`src/sv/snp_frame_deframer_with_sum_macros.svh`:
```
// Assertion macros for the snp frame deframer.
// Used by the top level; expects aclk and aresetn in the enclosing scope.
`ifndef SNP_FRAME_DEFRAMER_WITH_SUM_MACROS_SVH
`define SNP_FRAME_DEFRAMER_WITH_SUM_MACROS_SVH

// Same-cycle implication, disabled while reset is asserted.
`define SFD_ASSERT_IMP(label, ante, cons, msg) \
    label: assert property (@(posedge aclk) disable iff (!aresetn) (ante) |-> (cons)) \
        else $error(msg);

// Next-cycle implication, disabled while reset is asserted.
`define SFD_ASSERT_NXT(label, ante, cons, msg) \
    label: assert property (@(posedge aclk) disable iff (!aresetn) (ante) |=> (cons)) \
        else $error(msg);

`endif

```
`src/sv/sfd_pkg.sv`:
```
// Shared types and constants for the snp frame deframer.
// No dependencies; used by sfd_run_emit and snp_frame_deframer_with_sum.
package sfd_pkg;

    localparam int MAX_PARAMS_DEF = 16;
    localparam int BYTE_W         = 8;
    localparam int COUNT_W        = 7;
    localparam int INDEX_W        = 6;

    localparam logic [BYTE_W-1:0] CH_S = 8'h73;
    localparam logic [BYTE_W-1:0] CH_N = 8'h6E;
    localparam logic [BYTE_W-1:0] CH_P = 8'h70;

    typedef enum logic [1:0] {
        ST_OK      = 2'd0,
        ST_SUM_ERR = 2'd1,
        ST_NO_PKT  = 2'd2,
        ST_LEN_ERR = 2'd3
    } status_t;

    // One request from the parser to the result emitter.
    typedef struct packed {
        status_t             status;
        logic [BYTE_W-1:0]   ftype;
        logic [COUNT_W-1:0]  count;
    } run_req_t;

endpackage

```
`src/sv/sfd_run_emit.sv`:
```
// Parameter store and result emitter of the snp frame deframer.
// Depends on sfd_pkg; instantiated by snp_frame_deframer_with_sum.
module sfd_run_emit #(
    parameter int MAX_PARAMS = sfd_pkg::MAX_PARAMS_DEF,
    localparam int AW = (MAX_PARAMS > 1) ? $clog2(MAX_PARAMS) : 1
) (
    input  logic                            aclk,
    input  logic                            aresetn,
    input  logic                            wr_en,
    input  logic [AW-1:0]                   wr_addr,
    input  logic [sfd_pkg::BYTE_W-1:0]      wr_data,
    input  logic                            req_valid,
    input  sfd_pkg::run_req_t               req,
    output logic                            busy,
    output logic                            m_valid,
    input  logic                            m_ready,
    output logic [1:0]                      m_frame_status,
    output logic [sfd_pkg::BYTE_W-1:0]      m_frame_type,
    output logic [sfd_pkg::COUNT_W-1:0]     m_param_count,
    output logic [sfd_pkg::INDEX_W-1:0]     m_param_index,
    output logic [sfd_pkg::BYTE_W-1:0]      m_param_value,
    output logic                            m_run_last
);
    import sfd_pkg::*;

    typedef enum logic {EM_IDLE, EM_LOAD} emit_state_t;

    emit_state_t          state_reg;
    run_req_t             run_reg;
    logic [COUNT_W-1:0]   idx_reg;
    logic [BYTE_W-1:0]    mem [MAX_PARAMS];
    logic [BYTE_W-1:0]    rd_data_reg;
    logic [AW-1:0]        rd_addr;
    logic                 out_free;
    logic                 is_last;

    logic                 m_valid_reg;
    logic [1:0]           m_status_reg;
    logic [BYTE_W-1:0]    m_type_reg;
    logic [COUNT_W-1:0]   m_count_reg;
    logic [INDEX_W-1:0]   m_index_reg;
    logic [BYTE_W-1:0]    m_value_reg;
    logic                 m_last_reg;

    assign out_free = !m_valid_reg || m_ready;
    assign is_last  = (idx_reg + COUNT_W'(1)) == run_reg.count;
    assign busy     = (state_reg == EM_LOAD);

    // Entry 0 is read while idle so a run can start without a bubble; during a
    // run the next entry is fetched whenever the current one moves out.
    always_comb begin
        rd_addr = '0;
        if (state_reg == EM_LOAD) begin
            if (out_free) begin
                rd_addr = idx_reg[AW-1:0] + AW'(1);
            end else begin
                rd_addr = idx_reg[AW-1:0];
            end
        end
    end

    always_ff @(posedge aclk) begin
        if (wr_en) begin
            mem[wr_addr] <= wr_data;
        end
        rd_data_reg <= mem[rd_addr];
    end

    always_ff @(posedge aclk) begin
        if (!aresetn) begin
            state_reg   <= EM_IDLE;
            m_valid_reg <= 1'b0;
        end else begin
            case (state_reg)
                EM_IDLE: begin
                    if (req_valid && (req.count == '0)) begin
                        m_valid_reg  <= 1'b1;
                        m_status_reg <= req.status;
                        m_type_reg   <= req.ftype;
                        m_count_reg  <= '0;
                        m_index_reg  <= '0;
                        m_value_reg  <= '0;
                        m_last_reg   <= 1'b1;
                    end else begin
                        if (m_ready) begin
                            m_valid_reg <= 1'b0;
                        end
                        if (req_valid) begin
                            run_reg   <= req;
                            idx_reg   <= '0;
                            state_reg <= EM_LOAD;
                        end
                    end
                end
                EM_LOAD: begin
                    // When the output register is not free it holds a result
                    // that the receiver has not taken yet, so nothing changes.
                    if (out_free) begin
                        m_valid_reg  <= 1'b1;
                        m_status_reg <= run_reg.status;
                        m_type_reg   <= run_reg.ftype;
                        m_count_reg  <= run_reg.count;
                        m_index_reg  <= idx_reg[INDEX_W-1:0];
                        m_value_reg  <= rd_data_reg;
                        m_last_reg   <= is_last;
                        idx_reg      <= idx_reg + COUNT_W'(1);
                        if (is_last) begin
                            state_reg <= EM_IDLE;
                        end
                    end
                end
                default: begin
                    state_reg <= EM_IDLE;
                    if (m_ready) begin
                        m_valid_reg <= 1'b0;
                    end
                end
            endcase
        end
    end

    assign m_valid        = m_valid_reg;
    assign m_frame_status = m_status_reg;
    assign m_frame_type   = m_type_reg;
    assign m_param_count  = m_count_reg;
    assign m_param_index  = m_index_reg;
    assign m_param_value  = m_value_reg;
    assign m_run_last     = m_last_reg;

endmodule

```
`src/sv/snp_frame_deframer_with_sum.sv`:
```
// Top level of the snp frame deframer; depends on sfd_pkg, sfd_run_emit and
// snp_frame_deframer_with_sum_macros.svh.
//
// The s_ channel takes one received byte per transaction, with s_chunk_end
// marking the last byte of a receive chunk. The first "snp" frame of each
// chunk is parsed: type, length, parameters and a 16-bit big-endian sum.
// The m_ channel gives the results: one per parameter (one if there are none)
// after the checksum byte, or a single status result for a bad header, an
// oversize length or a chunk that ends before its frame is complete.
// Bytes are taken at one per cycle while no run is being emitted. A single
// result is in the output register in the cycle after its byte is accepted.
// A parameter run reads the parameter memory one entry per cycle while m_ready
// stays high: the checksum byte moves the emitter to EM_LOAD, which registers the
// first result and then one per cycle, and s_ready is held low for the whole run.
// s_ready also stays low while a result waits and m_ready is low; a stalled
// receiver therefore stalls the input without losing data.
// Reset (aresetn low, synchronous) returns the parser to hunting for 's' and
// empties the output register; the memory is not cleared.
`include "snp_frame_deframer_with_sum_macros.svh"

module snp_frame_deframer_with_sum #(
    parameter int MAX_PARAMS = sfd_pkg::MAX_PARAMS_DEF,
    localparam int AW = (MAX_PARAMS > 1) ? $clog2(MAX_PARAMS) : 1
) (
    input  logic                            aclk,
    input  logic                            aresetn,
    input  logic                            s_valid,
    output logic                            s_ready,
    input  logic [sfd_pkg::BYTE_W-1:0]      s_rx_byte,
    input  logic                            s_chunk_end,
    output logic                            m_valid,
    input  logic                            m_ready,
    output logic [1:0]                      m_frame_status,
    output logic [sfd_pkg::BYTE_W-1:0]      m_frame_type,
    output logic [sfd_pkg::COUNT_W-1:0]     m_param_count,
    output logic [sfd_pkg::INDEX_W-1:0]     m_param_index,
    output logic [sfd_pkg::BYTE_W-1:0]      m_param_value,
    output logic                            m_run_last
);
    import sfd_pkg::*;

    typedef enum logic [3:0] {
        PH_HUNT, PH_N, PH_P, PH_TYPE, PH_LEN, PH_PARAM, PH_CS_HI, PH_CS_LO
    } phase_t;

    phase_t               phase_reg,  phase_next;
    logic [15:0]          sum_reg,    sum_next;
    logic [BYTE_W-1:0]    type_reg,   type_next;
    logic [BYTE_W-1:0]    len_reg,    len_next;
    logic [COUNT_W-1:0]   taken_reg,  taken_next;
    logic [BYTE_W-1:0]    hi_reg,     hi_next;
    logic                 done_reg,   done_next;

    logic                 accept;
    logic                 run_busy;
    logic                 req_valid;
    run_req_t             req;
    logic                 wr_en;

    assign s_ready = !run_busy && (!m_valid || m_ready);
    assign accept  = s_valid && s_ready;

    always_comb begin
        phase_next = phase_reg;
        sum_next   = sum_reg;
        type_next  = type_reg;
        len_next   = len_reg;
        taken_next = taken_reg;
        hi_next    = hi_reg;
        done_next  = done_reg;
        req_valid  = 1'b0;
        req        = '{status: ST_NO_PKT, ftype: '0, count: '0};
        wr_en      = 1'b0;
        if (accept) begin
            if (!done_reg) begin
                case (phase_reg)
                    PH_HUNT: begin
                        if (s_rx_byte == CH_S) begin
                            sum_next   = 16'(CH_S);
                            type_next  = '0;
                            len_next   = '0;
                            taken_next = '0;
                            phase_next = PH_N;
                        end
                    end
                    PH_N, PH_P: begin
                        if (s_rx_byte != ((phase_reg == PH_N) ? CH_N : CH_P)) begin
                            req_valid  = 1'b1;
                            done_next  = 1'b1;
                            phase_next = PH_HUNT;
                        end else begin
                            sum_next   = sum_reg + 16'(s_rx_byte);
                            phase_next = (phase_reg == PH_N) ? PH_P : PH_TYPE;
                        end
                    end
                    PH_TYPE: begin
                        type_next  = s_rx_byte;
                        sum_next   = sum_reg + 16'(s_rx_byte);
                        phase_next = PH_LEN;
                    end
                    PH_LEN: begin
                        len_next = s_rx_byte;
                        sum_next = sum_reg + 16'(s_rx_byte);
                        if (s_rx_byte > BYTE_W'(MAX_PARAMS)) begin
                            req_valid  = 1'b1;
                            req.status = ST_LEN_ERR;
                            req.ftype  = type_reg;
                            done_next  = 1'b1;
                            phase_next = PH_HUNT;
                        end else begin
                            phase_next = (s_rx_byte != '0) ? PH_PARAM : PH_CS_HI;
                        end
                    end
                    PH_PARAM: begin
                        wr_en      = taken_reg < COUNT_W'(MAX_PARAMS);
                        sum_next   = sum_reg + 16'(s_rx_byte);
                        taken_next = taken_reg + COUNT_W'(1);
                        if ({1'b0, taken_next} >= len_reg) begin
                            phase_next = PH_CS_HI;
                        end
                    end
                    PH_CS_HI: begin
                        hi_next    = s_rx_byte;
                        phase_next = PH_CS_LO;
                    end
                    PH_CS_LO: begin
                        req_valid  = 1'b1;
                        req.status = ({hi_reg, s_rx_byte} == sum_reg) ? ST_OK : ST_SUM_ERR;
                        req.ftype  = type_reg;
                        // The length was checked against MAX_PARAMS, so it fits the count.
                        req.count  = len_reg[COUNT_W-1:0];
                        done_next  = 1'b1;
                        phase_next = PH_HUNT;
                    end
                    default: begin
                        phase_next = PH_HUNT;
                    end
                endcase
            end
            // A chunk that closes without having produced a result reports no packet.
            if (s_chunk_end) begin
                if (!done_next) begin
                    req_valid = 1'b1;
                    req       = '{status: ST_NO_PKT, ftype: '0, count: '0};
                end
                done_next  = 1'b0;
                phase_next = PH_HUNT;
            end
        end
    end

    always_ff @(posedge aclk) begin
        if (!aresetn) begin
            phase_reg <= PH_HUNT;
            sum_reg   <= '0;
            type_reg  <= '0;
            len_reg   <= '0;
            taken_reg <= '0;
            hi_reg    <= '0;
            done_reg  <= 1'b0;
        end else begin
            phase_reg <= phase_next;
            sum_reg   <= sum_next;
            type_reg  <= type_next;
            len_reg   <= len_next;
            taken_reg <= taken_next;
            hi_reg    <= hi_next;
            done_reg  <= done_next;
        end
    end

    sfd_run_emit #(
        .MAX_PARAMS (MAX_PARAMS)
    ) u_emit (
        .aclk           (aclk),
        .aresetn        (aresetn),
        .wr_en          (wr_en),
        .wr_addr        (taken_reg[AW-1:0]),
        .wr_data        (s_rx_byte),
        .req_valid      (req_valid),
        .req            (req),
        .busy           (run_busy),
        .m_valid        (m_valid),
        .m_ready        (m_ready),
        .m_frame_status (m_frame_status),
        .m_frame_type   (m_frame_type),
        .m_param_count  (m_param_count),
        .m_param_index  (m_param_index),
        .m_param_value  (m_param_value),
        .m_run_last     (m_run_last)
    );

    `SFD_ASSERT_IMP(a_no_input_during_run, run_busy, !s_ready, "byte accepted during a run")
    `SFD_ASSERT_IMP(a_req_has_room, req_valid, (!m_valid || m_ready), "result overwritten")
    `SFD_ASSERT_IMP(a_run_last_ends_run, run_busy && m_valid, !m_run_last, "last result mid run")
    `SFD_ASSERT_NXT(a_write_not_in_run, wr_en, !run_busy, "store write started a run")

endmodule
```
`config.mk`:
```
export PLATFORM = sky130hd
export DESIGN_NAME = snp_frame_deframer_with_sum
export DESIGN_NICKNAME = d
export VERILOG_FILES = /design/src/sv/sfd_pkg.sv /design/src/sv/sfd_run_emit.sv /design/src/sv/snp_frame_deframer_with_sum.sv
export VERILOG_INCLUDE_DIRS = /design/src /design/src/sv
export SDC_FILE = /design/constraint.sdc
export NUM_CORES = 1
export LEC_CHECK = 0
export ABC_AREA = 1
export BUFFER_PORTS_ARGS = -buffer_cell sky130_fd_sc_hd__buf_2
export CORE_UTILIZATION = 40
export CTS_BUF_LIST = sky130_fd_sc_hd__clkbuf_2 sky130_fd_sc_hd__clkbuf_4 sky130_fd_sc_hd__clkbuf_8
export CTS_CLUSTER_DIAMETER = 200
export DETAILED_ROUTE_END_ITERATION = 6
export GPL_ROUTABILITY_DRIVEN = 0
export GPL_TIMING_DRIVEN = 0
export PLACE_DENSITY = 0.69
export SYNTH_ARGS = -nofsm -noshare
export SYNTH_HDL_FRONTEND = slang
export SYNTH_SLANG_ARGS = --single-unit
```
`constraint.sdc`:
```
create_clock -name aclk -period 2.86 [get_ports aclk]
set_input_delay 0.143 -clock aclk [delete_from_list [all_inputs] [get_ports aclk]]
set_output_delay 0.143 -clock aclk [all_outputs]
set_load 0.01 [all_outputs]
```
==> metrics.txt <==
run status complete, no violations; fillers 2579; Max-Cap Viols 0; setup violators final 0; HPWL after detailed placement between 15 and 20 mm; Setup crit end kind register; Slew @ Worst Pin slightly above 900 ps; global-route wire length before repair 41.87 mm; register bit total from synthesis 245; via count 8339; worst slack, placed 32.80 ps; IO Port Bufs 46; largest net degree at the start of global routing 25; final setup TNS 0 ps; initial drt markers roughly 700; Die X-Extent between 150 and 200 µm; worst hold path class in2reg; Core ar. approximately 28000 µm²; syn_nets approximately 1200; I/O Pins between 40 and 50; post-route minimum period 2692 ps; Avg Inst Size Synth 9.663 µm²; Final Cycle Share 94.12%; Largest register FFs about 130; Leak about 5.1 nW; drt total wl 26.39 mm; number of routed nets with antenna violations 0; Power Dens Cells ~600 nW/µm²; max-slew violation count 0; H-tree depth 2; Setup Buffers After CTS 0; Total Die Area around 29000 µm²; peak supply drop 0.0002474 V; required time worst endpoint 3020 ps; Setup Skew about 24 ps; final number of hold-violating endpoints 0; Worst slew margin between 30% and 40%; Crit Path Class reg2reg; final net count approximately 1300; placed cell count between 1500 and 2000; Clk Latency, worst-skew pair 550 ps; CTS Sinks roughly 250; sequential-to-total area share from yosys stat 59.98%; Yosys warnings 0; Mapped Cells 1164; most common cell after layout, fill and taps aside nand2_1; RSZ-0062 raised after global routing no; CTS Buf Count 41; global route overflow 0; worst setup margin 168.1 ps; antenna diode count 0; Clock Pin Slew Worst Setup and Hold Paths ~60 ps; Tot GR Track Use 18.92%; CP startpoint kind register; drt wl/cell 15.86 µm; vias per cell around 5; Detailed Routing Iterations Pass 1 6; Non-Filler Instances 1664; number of global-route vias before repair 7930; Peak Freq 0.3715 GHz; antenna violations before repair 0; # rows a little over 60; crit path DAT 2850 ps; synthesized area 11250 µm²; smallest hold slack 94.23 ps; CTS tree done; die height about 170 µm; Critical Path Fanout Max 8; CTS Root Cell clkbuf_8; Starting Density 40.60%; synth unique cells 43; drt drc 0; share of post-route cells with drive strength above 1 13.69%; area grow syn2layout 14.32%; most frequent cells in the layout nand2_1 (224), edfxtp_1 (184), inv_1 (170); maximum clock insertion buffer count 3
logic make-up after synthesis:
kind of cell / share of synthesized area (%)
XOR/XNOR: 1.913
AO/OA/AOI/OAI: 10.46
buffers and inverters: 7.786
flip-flops: 59.98
adder cells (fa/ha/maj): 2.403
AND/OR/NAND/NOR: 17.46
path summary, 6_finish.rpt:
path | slack [ps] | startpoint | end | cells past startpoint
setup / recovery | 170 | phase_reg[2] | u_emit.mem[9][5] | 6
hold / removal | 90 | s_valid | done_reg | 5
setup reg to reg | 170 | phase_reg[2] | u_emit.mem[9][5] | 6
hold reg to reg | 460 | taken_reg[6] | taken_reg[6] | 2
power breakdown:
group          switching [mW]  internal (mW)
combinational           0.432          0.189
sequential             0.0384           3.88
clock                    1.36           1.82
per-layer routing:
layer	vias up	GRT usage [%]	part of all wire, %	routed length [µm]
li1	4086	-	-	-
met1	3882	24.33	43	11290
met2	305	31.52	47	12440
met3	66	3.125	6.9	1827
met4	0	7.991	3.2	833
met5	-	0	0	0
timing repair:
action	CTS	global route
hold endpoints to repair	3	0
hold buffers	2	0
endpoints found under the setup margin	0	3
resized for setup	0	1
metrics by stage:
stage | util, % | cell area, µm² | power [mW]
2_1_floorplan | - | 11250 | 4.394
3_3_place_gp | 43.15 | 11960 | 4.590
3_5_place_dp | 43.28 | 11990 | 4.607
4_1_cts | 46.39 | 12850 | 7.778
5_1_grt | 46.41 | 12860 | 8.021
6_report | 46.41 | 12860 | 7.721
final cells by class:
class                      count  area [µm²]  area share [%]
sequential                   245        6746           52.47
multi-input combinational    706        3642           28.33
clock buffer                  61       733.2           5.702
inverter                     176       660.6           5.138
tap                          378       473.0           3.678
timing repair buffer          49       277.8           2.160
buffer                        37       215.2           1.674
clock inverter                12       110.1          0.8563
critical path: stages (launching register included):
cell and delay [ps]:
dfxtp_1 460, inv_2 140, nor3_2 290, inv_1 150, nor4_4 360, nand2_1 210, nor2_1 710
Yosys cell counts (all sizes together):
cell     number  area share [%]
nor4          2            0.24
o211ai       32             2.1
o21bai        1           0.067
fa            1            0.18
ha           20             2.2
a31o          1           0.078
o21ai        79             3.6
clkbuf       15            0.50
nand2       232             8.0
a21oi        93             4.3
nand3        79             3.6
xnor3         1            0.20
buf          22             1.4
nor3          8            0.40
and3          1           0.056
xor2         13             1.0
edfxtp      184              49
nor3b         1           0.067
o2111ai       1           0.078
or2           4            0.22
a21o          1           0.067
inv         176             5.9
nand4        11            0.61
xnor2         9            0.70
dfxtp        61              11
nor2        114             4.2
o21a          1           0.067
o22ai         1            0.11
Note: power is estimated with default switching activity, not from simulation.
